## src/sv/arsc_pkg.sv

```systemverilog
// Shared types and constants for the audio RMS snore classifier.
package arsc_pkg;

  localparam int LVL_W      = 16;
  localparam int ENV_W      = 16;
  localparam int CNT_W      = 10;
  localparam int SCORE_W    = 4;
  localparam int CFG_IDX_W  = 3;
  localparam int CFG_DATA_W = 16;

  // operation codes
  localparam logic OP_AUDIO   = 1'b0;
  localparam logic OP_FEATURE = 1'b1;

  // register indexes
  localparam logic [CFG_IDX_W-1:0] REG_UPDATE_INTERVAL    = 3'd0;
  localparam logic [CFG_IDX_W-1:0] REG_SNORE_THRESHOLD    = 3'd1;
  localparam logic [CFG_IDX_W-1:0] REG_SIGNAL_THRESHOLD   = 3'd2;
  localparam logic [CFG_IDX_W-1:0] REG_SPLASH_THRESHOLD   = 3'd3;
  localparam logic [CFG_IDX_W-1:0] REG_BAND_THRESHOLD     = 3'd4;
  localparam logic [CFG_IDX_W-1:0] REG_ENVELOPE_THRESHOLD = 3'd5;

  // register reset values
  localparam logic [CNT_W-1:0] RST_UPDATE_INTERVAL    = 10'd100;
  localparam logic [LVL_W-1:0] RST_SNORE_THRESHOLD    = 16'd150;
  localparam logic [LVL_W-1:0] RST_SIGNAL_THRESHOLD   = 16'd50;
  localparam logic [LVL_W-1:0] RST_SPLASH_THRESHOLD   = 16'd50;
  localparam logic [LVL_W-1:0] RST_BAND_THRESHOLD     = 16'd100;
  localparam logic [LVL_W-1:0] RST_ENVELOPE_THRESHOLD = 16'd100;

  // stored feature reset values
  localparam logic [LVL_W-1:0] RST_SNORE    = 16'd142;
  localparam logic [LVL_W-1:0] RST_BREATH   = 16'd95;
  localparam logic [LVL_W-1:0] RST_SIGNAL   = 16'd0;
  localparam logic [LVL_W-1:0] RST_SPLASH   = 16'd0;
  localparam logic [LVL_W-1:0] RST_BAND     = 16'd10;
  localparam logic [ENV_W-1:0] RST_ENVELOPE = 16'd50;

  // score weights in tenths
  localparam logic [SCORE_W-1:0] W_SNORE    = 4'd3;
  localparam logic [SCORE_W-1:0] W_SIGNAL   = 4'd2;
  localparam logic [SCORE_W-1:0] W_SPLASH   = 4'd2;
  localparam logic [SCORE_W-1:0] W_BAND     = 4'd2;
  localparam logic [SCORE_W-1:0] W_ENVELOPE = 4'd1;
  localparam logic [SCORE_W-1:0] W_RATIO    = 4'd2;
  localparam logic [SCORE_W-1:0] SCORE_MAX  = 4'd10;
  localparam logic [SCORE_W-1:0] SNORE_MIN  = 4'd5;

  typedef struct packed {
    logic accept;     // latch request, read ring at write position
    logic ring_upd;   // write ring, square old and new samples
    logic sum_upd;    // update square sum and interval counter
    logic root_load;  // start square root on window mean
    logic root_step;  // one root bit
    logic emit;       // load output register
  } arsc_cmd_t;

  typedef struct packed {
    logic hit;        // interval reached on this sample
    logic root_last;  // final root bit in this step
    logic slot_free;  // output register can take a result
  } arsc_sts_t;

endpackage

```

## src/sv/arsc_ctrl.sv

```systemverilog
// Sequencing state machine for the snore classifier.
module arsc_ctrl import arsc_pkg::*; (
  input  logic      clk,
  input  logic      rst_n,
  input  logic      in_valid,
  output logic      in_ready,
  input  logic      in_operation,
  input  arsc_sts_t sts,
  output arsc_cmd_t cmd
);

  typedef enum logic [5:0] {
    S_IDLE = 6'b000001,
    S_READ = 6'b000010,
    S_SUM  = 6'b000100,
    S_LOAD = 6'b001000,
    S_ROOT = 6'b010000,
    S_EMIT = 6'b100000
  } state_t;

  state_t state_r, state_nxt;

  always_ff @(posedge clk) begin
    if (!rst_n) begin
      state_r <= S_IDLE;
    end else begin
      state_r <= state_nxt;
    end
  end

  always_comb begin
    state_nxt = state_r;
    cmd       = '0;
    in_ready  = 1'b0;
    unique case (state_r)
      S_IDLE: begin
        in_ready = 1'b1;
        if (in_valid) begin
          cmd.accept = 1'b1;
          state_nxt  = (in_operation == OP_FEATURE) ? S_EMIT : S_READ;
        end
      end
      S_READ: begin
        cmd.ring_upd = 1'b1;
        state_nxt    = S_SUM;
      end
      S_SUM: begin
        cmd.sum_upd = 1'b1;
        state_nxt   = sts.hit ? S_LOAD : S_IDLE;
      end
      S_LOAD: begin
        cmd.root_load = 1'b1;
        state_nxt     = S_ROOT;
      end
      S_ROOT: begin
        cmd.root_step = 1'b1;
        if (sts.root_last) begin
          state_nxt = S_EMIT;
        end
      end
      S_EMIT: begin
        if (sts.slot_free) begin
          cmd.emit  = 1'b1;
          state_nxt = S_IDLE;
        end
      end
      default: begin
        state_nxt = S_IDLE;
      end
    endcase
  end

endmodule

```

## config.mk

```make
export PLATFORM = sky130hd
export DESIGN_NAME = arsc_ctrl
export DESIGN_NICKNAME = d
export VERILOG_FILES = /design/src/sv/arsc_pkg.sv /design/src/sv/arsc_ctrl.sv
export SDC_FILE = /design/constraint.sdc
export NUM_CORES = 1
export LEC_CHECK = 0
export ABC_AREA = 1
export BUFFER_PORTS_ARGS = -buffer_cell sky130_fd_sc_hd__buf_4
export CORE_AREA = 5 5 42 44
export CTS_CLUSTER_DIAMETER = 50
export DETAILED_ROUTE_END_ITERATION = 6
export DIE_AREA = 0 0 47 49
export PLACE_DENSITY = 0.57
export SYNTH_ARGS = -nofsm -noshare
export SYNTH_HDL_FRONTEND = slang
export SYNTH_SLANG_ARGS = --single-unit
export TNS_END_PERCENT = 10
```

## constraint.sdc

```tcl
create_clock -name clk -period 1.5 [get_ports clk]
set_input_delay 0.15 -clock clk [delete_from_list [all_inputs] [get_ports clk]]
set_output_delay 0.15 -clock clk [all_outputs]
set_load 0.02 [all_outputs]
```

# After elaboration in Yosys (flattened, before gate mapping)
# Index checks and enable logic that the tools add are counted.
# W data, S select, Z words.
[totals]
regBits = 6
latch_bits = 0
mem_bits_rw = 0
romBits = 0
in_bits = 7
out_inout_bits = 7
word_cells = 26
mem_count = 0
[classes]
n_addsub = 0
mul = 0
div = 0
order_cmp = 0
n_eq_ne = 9
n_shift = 0
n_mux = 15
n_bitwise = 0
reduce_logical = 1
[op_table]
columns = ["operator", "n"]
rows = [
  ["$pmux W6 S6", 1],
  ["$mux W6", 4],
  ["$mux W1", 9],
  ["$eq A6 B1 Y1 const B", 1],
  ["$eq A6 B2 Y1 const B", 1],
  ["$eq A6 B3 Y1 const B", 1],
  ["$eq A6 B4 Y1 const B", 1],
  ["$eq A6 B5 Y1 const B", 1],
  ["$eq A6 B6 Y1 const B", 1],
  ["$ne A2 B2 Y1 const B", 3],
  ["$mux W4", 1],
  ["$reduce_and A3 Y1", 1],
]

# Longest topological paths before layout
# Gate-level depths: netlist of the first run.
[logic_depth]
ltp_word = 3
mapped_depth = 9
mapped_depth_nobuf = 9

# Least setup slack after synthesis of the first run
# Ideal clock, no wire load.
[synth_path]
path_kind = "register -> register"
from = "register state_r[0]"
to = "register state_r[0]"
setup_time_ns = 0.119
t_arrival_ns = 0.977
required_ns = 1.381
setup_slack_ns = 0.403
path_stages_with_launch = 9
n_path_buf = 0
period_less_slack_ns = 1.097
cell_sequence = "dfxtp_1 -> nor2_2 -> nand3_2 -> clkinv_2 -> nand2_2 -> nand3_2 -> inv_1 -> nand2_1 -> nand3_1"
[synth_via]
elab_chain_cells = 3
elab_cells_between_ends = 11
classes_between = "9 x eq/ne; 1 x mux; 1 x reduce/logical"
[synth_rtl]
columns = ["item", "line_no", "rtl"]
rows = [
  ["from (decl)", "arsc_ctrl.sv:21", "state_t state_r, state_nxt;"],
  ["from (signal assigned)", "arsc_ctrl.sv:27", "state_r <= state_nxt;"],
  ["$eq A6 B5 Y1, or another cell as far along", "arsc_ctrl.sv:35", "unique case (state_r)"],
  ["$ne A2 B2 Y1 (no line)", "--", ""],
  ["$reduce_and A3 Y1 (no line)", "--", ""],
]
# Parallel ways exist; a longest one is shown, timed or not.
# A chain may end at the register's enable or synchronous reset.

==> summary.txt, run 1 <==
Run status
  • Outcome: finished, final reports clean

Floorplan
  • X dimension of the die: 47 um
  • Core Area: around 1400 um2
  • I/O pin total: 14
  • Effective utilization at floorplan: between 20% and 30%
  • Placement row count: 14
  • Total Die Area: approximately 2300 um2
  • Die height: between 40 and 50 um

Timing
  • Worst Max-Slew Pin Slew: a little over 0.2 ns
  • Peak clock frequency supported by timing: around 760 MHz
  • Unrepaired setup endpoints after global routing: false
  • Worst clock skew: 0.00623 ns
  • Fin. max-slew vios: 0
  • Final Hold Violating Endpoints: 0
  • TNS Setup: 0 ns
  • Final worst setup slack: 0.189 ns
  • Final setup violation count: 0
  • Tightest slew margin relative to the limit: 86.2%
  • Share of the cycle needed by the critical path after routing: around 90%
  • Min Tclk post-route: about 1.3 ns

Clock tree
  • Insertion delay to the later sink of the worst-skew pair: ~0.25 ns
  • Post-CTS Setup Inserts: 0
  • CTS tree: yes
  • Number of H-tree levels: 1
  • Clk sink count: 6
  • Count of hold-fix buffers inserted at cts: 0
  • Post-CTS sizing: 0
  • Clock buffer depth: 2
  • CTS Buf Count: 3
  • Clock transition at the register clock pins on the worst setup and hold paths after CTS: around 0.050 ns
  • Clock Root Buffer: clkbuf_4

Synth
  • Yosys top cell by area: dfxtp_1
  • Yosys synthesis warning count: 0
  • Average cell area after synthesis: 6.63 um2
  • Cell Area, Synth: about 400 um2
  • Count of distinct cell types in the synthesized netlist: 16
  • Mapped Nets: 67
  • Synthesized instance count: 60
  • Largest cells by area after synthesis: dfxtp_1 30%, inv_1 13%, nor2_1 10%
  • Share of the synthesized area in the top cell type: a little over 30%
  • Register area share after synthesis: between 30% and 40%
  • Seq cells post-synth: 6

Worst setup path
  • Worst EP arrival: approximately 1.2 ns
  • Worst path buffer plus inverter count: 2
  • Crit path max-delay family: simple AND/OR/NAND/NOR gates
  • Worst EP required: 1.35 ns
  • Largest incremental delay on the critical path: 0.32 ns
  • Maximum fanout encountered on the critical timing path: 5
  • Ordered cell list for the critical path: nor2_2, nand3_1, inv_1, buf_4
  • Element type at the critical path start: flip-flop
  • Critical path endpoint category: primary output
  • Critical path class: flip-flop to primary output
  • Max stage delay cell, worst path: dfxtp_1

Placement
  • Dpl hpwl: slightly above 700 um
  • Place WS: between 0.3 and 0.4 ns
  • PortBufs: 13
  • Final RePlAce weighted congestion: 0.705

Final layout
  • # nets final: 85
  • Top reg by flops: state_r
  • Largest registers: state_r (6)
  • Layout-stage area growth over the synthesis result: 35.2%
  • Number of inserted diodes: 0
  • Share of layout cells above drive strength 1: 36.8%
  • Flip-flop count of the largest register after layout: 6

Detailed routing
  • Total vias in the final route: a little under 400
  • Number of DRC violations after detailed-routing iteration 0: 3
  • Post-route ant nets: 0
  • Remaining DRCs: 0
  • Via density per instance: approximately 4.3
  • 1st-pass router iterations: 2
  • Total Routed Length: between 800 and 900 um
  • Detailed-route wire length per cell: slightly below 9 um

Power
  • Max IR drop VDD: between 400 and 500 uV
  • PwrDens: roughly 1000 nW/um2
  • Static leakage power: 0.308 nW
  • Overall power after layout: between 0.5 and 0.6 mW

Flow run
  • Max-cap violation count: 0

GRT
  • Wire length of the first global-routing pass: 1500 um
  • Via count of the first global-routing pass: a little under 400
  • Antenna violations before repair: 0
  • Global-route usage over all layers: around a tenth
  • Grt ovf: 0
  • Largest net degree at the start of global routing: 6

Worst hold path
  • Class of the tightest hold or removal check: input port to flip-flop
## layer usage
layer	vias to the layer above	global-route usage, %	wire (um)
li1	213	-	-
met1	163	8.77	325
met2	12	14.5	416
met3	4	3.69	46
met4	0	9.68	29
met5	-	0	0
## worst paths after layout
kind                startpoint    endpoint  slack, ns  cells past startpoint
setup / recovery    state_r[0]      cmd[3]       0.19                      4
hold / removal    in_operation  state_r[1]       0.08                      2
setup reg to reg    state_r[0]  state_r[0]       0.36                      8
hold reg to reg     state_r[0]  state_r[1]       0.60                      4
## cells by family after synthesis
| logic type | count (synthesis) | share of synthesized area, % |
|---|---|---|
| DFF | 6 | 30.2 |
| AOI/OAI and AO/OA | 2 | 3.14 |
| and+or+nand+nor | 36 | 50.6 |
| buffers and inverters | 16 | 16.0 |
## placed cells by master (no fill, tap or decap)
master and n:
nand2_2 2, nand3_4 1, dfxtp_1 6, nor2_2 3, inv_4 1, clkbuf_4 3, a21oi_1 1, nand3_1 6
inv_1 14, nor4_1 1, buf_4 13, nor2_4 2, clkinv_2 1, nand2_1 7, o21bai_1 1, nand3_2 2
nor2_1 11, nand4_1 1
## report_power, final
| group | total (mW) | leakage (nW) | switching, mW | internal, mW |
|---|---|---|---|---|
| clock | 0.149 | 0.0138 | 0.0589 | 0.0905 |
| combinational | 0.202 | 0.245 | 0.120 | 0.0818 |
| sequential | 0.190 | 0.0489 | 0.0151 | 0.174 |
## through the flow
stage                     utilization [%]  instances  area [um2]  hold WS, ns
after floorplan                         -         60         398        0.228
after global placement               36.8         89         515        0.330
after detailed placement             36.8         89         515        0.330
after CTS                            38.4         92         538       0.0670
after global routing                 38.4         92         538       0.0658
final                                38.4         92         538       0.0790
## cell usage after synthesis
master	n
nor2_1	11
nand3_1	6
nor2_2	3
nand2_1	7
nand2_2	2
o21bai_1	1
nand3_2	2
nand3_4	1
dfxtp_1	6
nor2_4	2
a21oi_1	1
inv_1	14
inv_4	1
clkinv_2	1
nor4_1	1
nand4_1	1
## layout make-up
type,instances,area (um2)
Clock buffer,3,22.5
Fill cell,161,863
Inverter,16,63.8
Multi-Input combinational cell,38,214
Sequential cell,6,120
Tap cell,16,20.0
Timing Repair Buffer,13,97.6
Power figures use the tool's default switching activity.
==> run 2, diff against run 1 <==
--- a/config.mk
+++ b/config.mk
@@ -11,7 +11,7 @@
 export CTS_CLUSTER_DIAMETER = 50
 export DETAILED_ROUTE_END_ITERATION = 6
 export DIE_AREA = 0 0 47 49
-export PLACE_DENSITY = 0.57
+export PLACE_DENSITY_LB_ADDON = 0.1
 export SYNTH_ARGS = -nofsm -noshare
 export SYNTH_HDL_FRONTEND = slang
 export SYNTH_SLANG_ARGS = --single-unit
==> summary.txt, run 2 (synthesis results as in run 1) <==
Worst setup path
  • Maximum fanout encountered on the critical timing path: 5 (unchanged)
  • Largest incremental delay on the critical path: 0.32 ns (about the same)
  • Worst EP arrival: 1.16 ns (about the same)
  • Worst EP required: 1.35 ns (about the same)
  • Critical path endpoint category: primary output
  • Ordered cell list for the critical path: nor2_2, nand3_1, inv_1, buf_4
  • Critical path class: flip-flop to primary output
  • Crit path max-delay family: simple AND/OR/NAND/NOR gates
  • Worst path buffer plus inverter count: 2 (unchanged)
  • Element type at the critical path start: flip-flop
  • Max stage delay cell, worst path: dfxtp_1

Power
  • Max IR drop VDD: 562 uV (+34%)
  • Static leakage power: 0.308 nW (unchanged)
  • PwrDens: 1000 nW/um2 (about the same)

GRT
  • Grt ovf: 0 (unchanged)
  • Antenna violations before repair: 0 (unchanged)
  • Wire length of the first global-routing pass: 1490 um (-0.47%)
  • Global-route usage over all layers: 8.87% (-0.63 points)
  • Via count of the first global-routing pass: 376 (-4.8%)
  • Largest net degree at the start of global routing: 6 (unchanged)

Final layout
  • Area of all placed cells without fillers: 538 um2 (unchanged)
  • Area used by sequential logic in the layout: 120 um2 (unchanged)
  • # nets final: 85 (unchanged)
  • Number of inserted diodes: 0 (unchanged)
  • Final core utilization: 38.4% (unchanged)
  • Layout-stage area growth over the synthesis result: 35.2% (unchanged)
  • Combined area of the multi-input logic cells: 214 um2 (unchanged)
  • Largest registers: state_r (6)
  • Share of layout cells above drive strength 1: 36.8% (unchanged)
  • Most common cell after layout, fill and taps aside: inv_1
  • Commonest non-fill, non-tap cells in the layout: 14 x inv_1, 13 x buf_4, 11 x nor2_1
  • Fill cell count: 159 (-1.2%)
  • Flip-flop count of the largest register after layout: 6 (unchanged)
  • Top reg by flops: state_r

Placement
  • Dpl hpwl: 711 um (-2.1%)
  • Final RePlAce weighted congestion: 0.725 (+2.9%)
  • Placed cell areas: 515 um2 (unchanged)
  • PortBufs: 13 (unchanged)
  • Place WS: 0.369 ns (+0.0130 ns)

Timing
  • Fin. max-slew vios: 0 (unchanged)
  • Final setup violation count: 0 (unchanged)
  • Worst Max-Slew Pin Slew: 0.201 ns (-0.00380 ns)
  • Peak clock frequency supported by timing: 764 MHz (+0.12%)
  • Min Tclk post-route: 1.31 ns (-0.00158 ns)
  • Share of the cycle needed by the critical path after routing: 87.3% (-0.11 points)
  • Worst clock skew: 0.00103 ns (-0.00520 ns)
  • TNS Setup: 0 ns (unchanged)
  • Final Hold Violating Endpoints: 0 (unchanged)
  • Final worst setup slack: 0.190 ns (+0.00159 ns)
  • Tightest slew margin relative to the limit: 86.5% (+0.26 points)
  • Unrepaired setup endpoints after global routing: false

Clock tree
  • Insertion delay to the later sink of the worst-skew pair: 0.24 ns (about the same)
  • Clock buffer depth: 2 (unchanged)
  • CTS tree: yes
  • Count of hold-fix buffers inserted at cts: 0 (unchanged)
  • Clock transition at the register clock pins on the worst setup and hold paths after CTS: 0.04 ns (about the same)
  • Clk sink count: 6 (unchanged)
  • Number of H-tree levels: 1 (unchanged)
  • CTS Buf Count: 3 (unchanged)
  • Post-CTS Setup Inserts: 0 (unchanged)
  • Clock Root Buffer: clkbuf_4
  • Post-CTS sizing: 0 (unchanged)

Floorplan
  • I/O pin total: 14 (unchanged)
  • Effective utilization at floorplan: 28.4% (unchanged)
  • Die height: 49 um (unchanged)
  • Total Die Area: 2300 um2 (unchanged)
  • X dimension of the die: 47 um (unchanged)
  • Placement row count: 14 (unchanged)
  • Core Area: 1400 um2 (unchanged)

Detailed routing
  • Via density per instance: 4.15 (-2.6%)
  • Total vias in the final route: 382 (-2.6%)
  • Remaining DRCs: 0 (unchanged)
  • Post-route ant nets: 0 (unchanged)
  • Number of DRC violations after detailed-routing iteration 0: 2 (-1)
  • 1st-pass router iterations: 4 (+2)
  • Detailed-route wire length per cell: 8.99 um (+1.1%)
  • Total Routed Length: 827 um (+1.1%)

Worst hold path
  • Class of the tightest hold or removal check: input port to flip-flop

Run status
  • Outcome: finished, final reports clean

Flow run
  • Max-cap violation count: 0 (unchanged)
run 2: final cells by class:
class	count	area share [%]
multi-input combinational	38	39.8
clock buffer	3	4.19
sequential	6	22.3
inverter	16	11.9
tap	16	3.72
timing repair buffer	13	18.1
run 2: power by group:
group	internal [mW]	total, mW	switching, mW	leakage, nW
logic	0.0818	0.204	0.122	0.245
registers	0.174	0.190	0.0152	0.0489
clock network	0.0904	0.146	0.0559	0.0138
run 2: layer usage:
layer	vias to the layer above	routed length (um)	share of wire [%]	global-route usage, %
li1	215	-	-	-
met4	0	16	1.9	6.91
met1	152	414	50	13.2
met5	-	0	0	0
met2	13	345	42	10.2
met3	2	50	6.0	2.21
run 2: worst paths after layout:
| path | startpoint | to | slack (ns) | depth (start not counted) |
|---|---|---|---|---|
| worst max-delay path | state_r[0] | cmd[3] | 0.19 | 4 |
| worst min-delay path | in_operation | state_r[1] | 0.08 | 2 |
| worst min register to register | state_r[5] | state_r[5] | 0.60 | 4 |
| worst max register to register | state_r[3] | state_r[0] | 0.37 | 8 |
run 2: through the flow:
stage                     hold WS, ns  power (mW)  instances
after CTS                      0.0711       0.555         92
after global placement          0.331       0.400         89
final                          0.0831       0.540         92
after global routing           0.0890       0.586         92
after detailed placement        0.328       0.399         89
after floorplan                 0.228       0.338         60
==> run 3, diff against run 2 <==
--- a/config.mk
+++ b/config.mk
@@ -11,6 +11,7 @@
 export CTS_CLUSTER_DIAMETER = 50
 export DETAILED_ROUTE_END_ITERATION = 6
 export DIE_AREA = 0 0 47 49
+export GPL_TIMING_DRIVEN = 0
 export PLACE_DENSITY_LB_ADDON = 0.1
 export SYNTH_ARGS = -nofsm -noshare
 export SYNTH_HDL_FRONTEND = slang
==> summary.txt, run 3 (synthesis results as in run 1) <==
Floorplan
  • Total Die Area: 2300 um2 (unchanged)
  • Effective utilization at floorplan: 28.4% (unchanged)
  • Die height: 49 um (unchanged)
  • Placement row count: 14 (unchanged)
  • Core Area: 1400 um2 (unchanged)
  • X dimension of the die: 47 um (unchanged)
  • I/O pin total: 14 (unchanged)

Clock tree
  • Clock buffer depth: 2 (unchanged)
  • Clk sink count: 6 (unchanged)
  • CTS tree: yes
  • CTS Buf Count: 3 (unchanged)
  • Count of hold-fix buffers inserted at cts: 0 (unchanged)
  • Post-CTS Setup Inserts: 0 (unchanged)
  • Clock transition at the register clock pins on the worst setup and hold paths after CTS: 0.05 ns (about the same)
  • Clock Root Buffer: clkbuf_4
  • Insertion delay to the later sink of the worst-skew pair: 0.24 ns (about the same)
  • Post-CTS sizing: 0 (unchanged)
  • Number of H-tree levels: 1 (unchanged)

Timing
  • Worst Max-Slew Pin Slew: 0.213 ns (+0.0121 ns)
  • Final Hold Violating Endpoints: 0 (unchanged)
  • Final setup violation count: 0 (unchanged)
  • Worst clock skew: 0.000120 ns (-0.000909 ns)
  • Unrepaired setup endpoints after global routing: false
  • Tightest slew margin relative to the limit: 85.8% (-0.70 points)
  • Peak clock frequency supported by timing: 764 MHz (about the same)
  • Share of the cycle needed by the critical path after routing: 87.3% (about the same)
  • Min Tclk post-route: 1.31 ns (-0.000833 ns)
  • Fin. max-slew vios: 0 (unchanged)
  • TNS Setup: 0 ns (unchanged)

Worst setup path
  • Ordered cell list for the critical path: nor2_2, nand3_1, inv_1, buf_4
  • Element type at the critical path start: flip-flop
  • Worst EP arrival: 1.16 ns (about the same)
  • Largest incremental delay on the critical path: 0.32 ns (about the same)
  • Max stage delay cell, worst path: dfxtp_1
  • Critical path class: flip-flop to primary output
  • Maximum fanout encountered on the critical timing path: 5 (unchanged)
  • Critical path endpoint category: primary output
  • Worst EP required: 1.35 ns (about the same)

Power
  • Clock share of power: 27.8% (+0.7 points)
  • Sw power: 0.196 mW (+1.3%)
  • Net switching fraction of the power: 36.1% (+0.29 points)
  • Overall power after layout: 0.543 mW (+0.49%)
  • Design internal power: 0.347 mW (about the same)
  • PwrDens: 1010 nW/um2 (+0.49%)
  • Max IR drop VDD: 472 uV (-16%)
  • Static leakage power: 0.308 nW (unchanged)
  • Combinational cell fraction of total power: 37.3% (-0.5 points)
  • Register share of total power: 34.8% (-0.3 points)

Final layout
  • Commonest non-fill, non-tap cells in the layout: 14 x inv_1, 13 x buf_4, 11 x nor2_1
  • Most common cell after layout, fill and taps aside: inv_1
  • Flip-flop count of the largest register after layout: 6 (unchanged)
  • Layout-stage area growth over the synthesis result: 35.2% (unchanged)
  • Share of layout cells above drive strength 1: 36.8% (unchanged)
  • # nets final: 85 (unchanged)
  • Largest registers: state_r (6)
  • Final core utilization: 38.4% (unchanged)
  • Number of inserted diodes: 0 (unchanged)
  • Top reg by flops: state_r

GRT
  • Met2 usage in global routing: 11.5% (+1.4 points)
  • Via count of the first global-routing pass: 364 (-3.2%)
  • Met3 Usage GRT: 2.58% (+0.37 points)
  • Met1 demand-to-capacity share in global routing: 10.5% (-2.7 points)
  • Antenna violations before repair: 0 (unchanged)
  • Largest net degree at the start of global routing: 6 (unchanged)
  • Wire length of the first global-routing pass: 1400 um (-6.0%)
  • Grt ovf: 0 (unchanged)
  • Most crowded layer after global routing: met2
  • Global-route usage over all layers: 8.52% (-0.36 points)

Detailed routing
  • 1st-pass router iterations: 3 (-1)
  • Post-route ant nets: 0 (unchanged)
  • Via density per instance: 4.20 (+1.0%)
  • Remaining DRCs: 0 (unchanged)
  • Total vias in the final route: 386 (+1.0%)
  • Total Routed Length: 827 um (unchanged)
  • Number of DRC violations after detailed-routing iteration 0: 3 (+1)
  • Detailed-route wire length per cell: 8.99 um (unchanged)

Placement
  • Final RePlAce weighted congestion: 0.726 (+0.15%)
  • PortBufs: 13 (unchanged)
  • Dpl hpwl: 732 um (+2.8%)

Flow run
  • Max-cap violation count: 0 (unchanged)

Worst hold path
  • Class of the tightest hold or removal check: input port to flip-flop

Run status
  • Outcome: finished, final reports clean
[run 3: cell counts in the layout (fill, tap and decap cells not counted)]
Identical to the previous run, type by type.
[run 3: per-stage QoR]
stage,worst slack (ns),hold WS (ns),instance area (um2),instances
floorplan,0.403,0.228,398,60
global placement,0.349,0.332,515,89
detailed placement,0.350,0.327,515,89
CTS,0.166,0.0741,538,92
global route,0.0603,0.0810,538,92
finish,0.191,0.0770,538,92
[run 3: routing by layer]
| layer | share of wire [%] | vias to the layer above |
|---|---|---|
| li1 | - | 213 |
| met1 | 46 | 156 |
| met2 | 42 | 15 |
| met3 | 10 | 2 |
| met4 | 2.4 | 0 |
| met5 | 0 | - |
[run 3: worst paths after layout]
kind                startpoint          to  slack [ns]  cells past startpoint
setup / recovery    state_r[0]      cmd[2]        0.19                      4
hold / removal    in_operation  state_r[1]        0.08                      2
setup reg to reg    state_r[0]  state_r[0]        0.36                      8
hold reg to reg     state_r[5]  state_r[5]        0.60                      4
[run 3: power by group through the flow]
| stage | Clock, mW | Sequential (mW) | Combinational, mW |
|---|---|---|---|
| 2_1_floorplan | 0 | 0.191 | 0.147 |
| 3_3_place_gp | 0 | 0.192 | 0.207 |
| 3_5_place_dp | 0 | 0.193 | 0.207 |
| 4_1_cts | 0.153 | 0.189 | 0.208 |
| 5_1_grt | 0.165 | 0.191 | 0.229 |
| 6_report | 0.151 | 0.189 | 0.203 |
[run 3: critical path: cells and delay by family, from the launching register on]
kind / cells / cell delay [ns]
buffers and inverters: 2 / 0.21
and+or+nand+nor: 2 / 0.38
DFF: 1 / 0.32
[run 3: area by class of cell]
type	instances	area [um2]
inverters	16	63.8
clock buffers	3	22.5
well taps	16	20.0
repair buffers	13	97.6
flip-flops and latches	6	120
fillers	168	863
multi-input cells	38	214
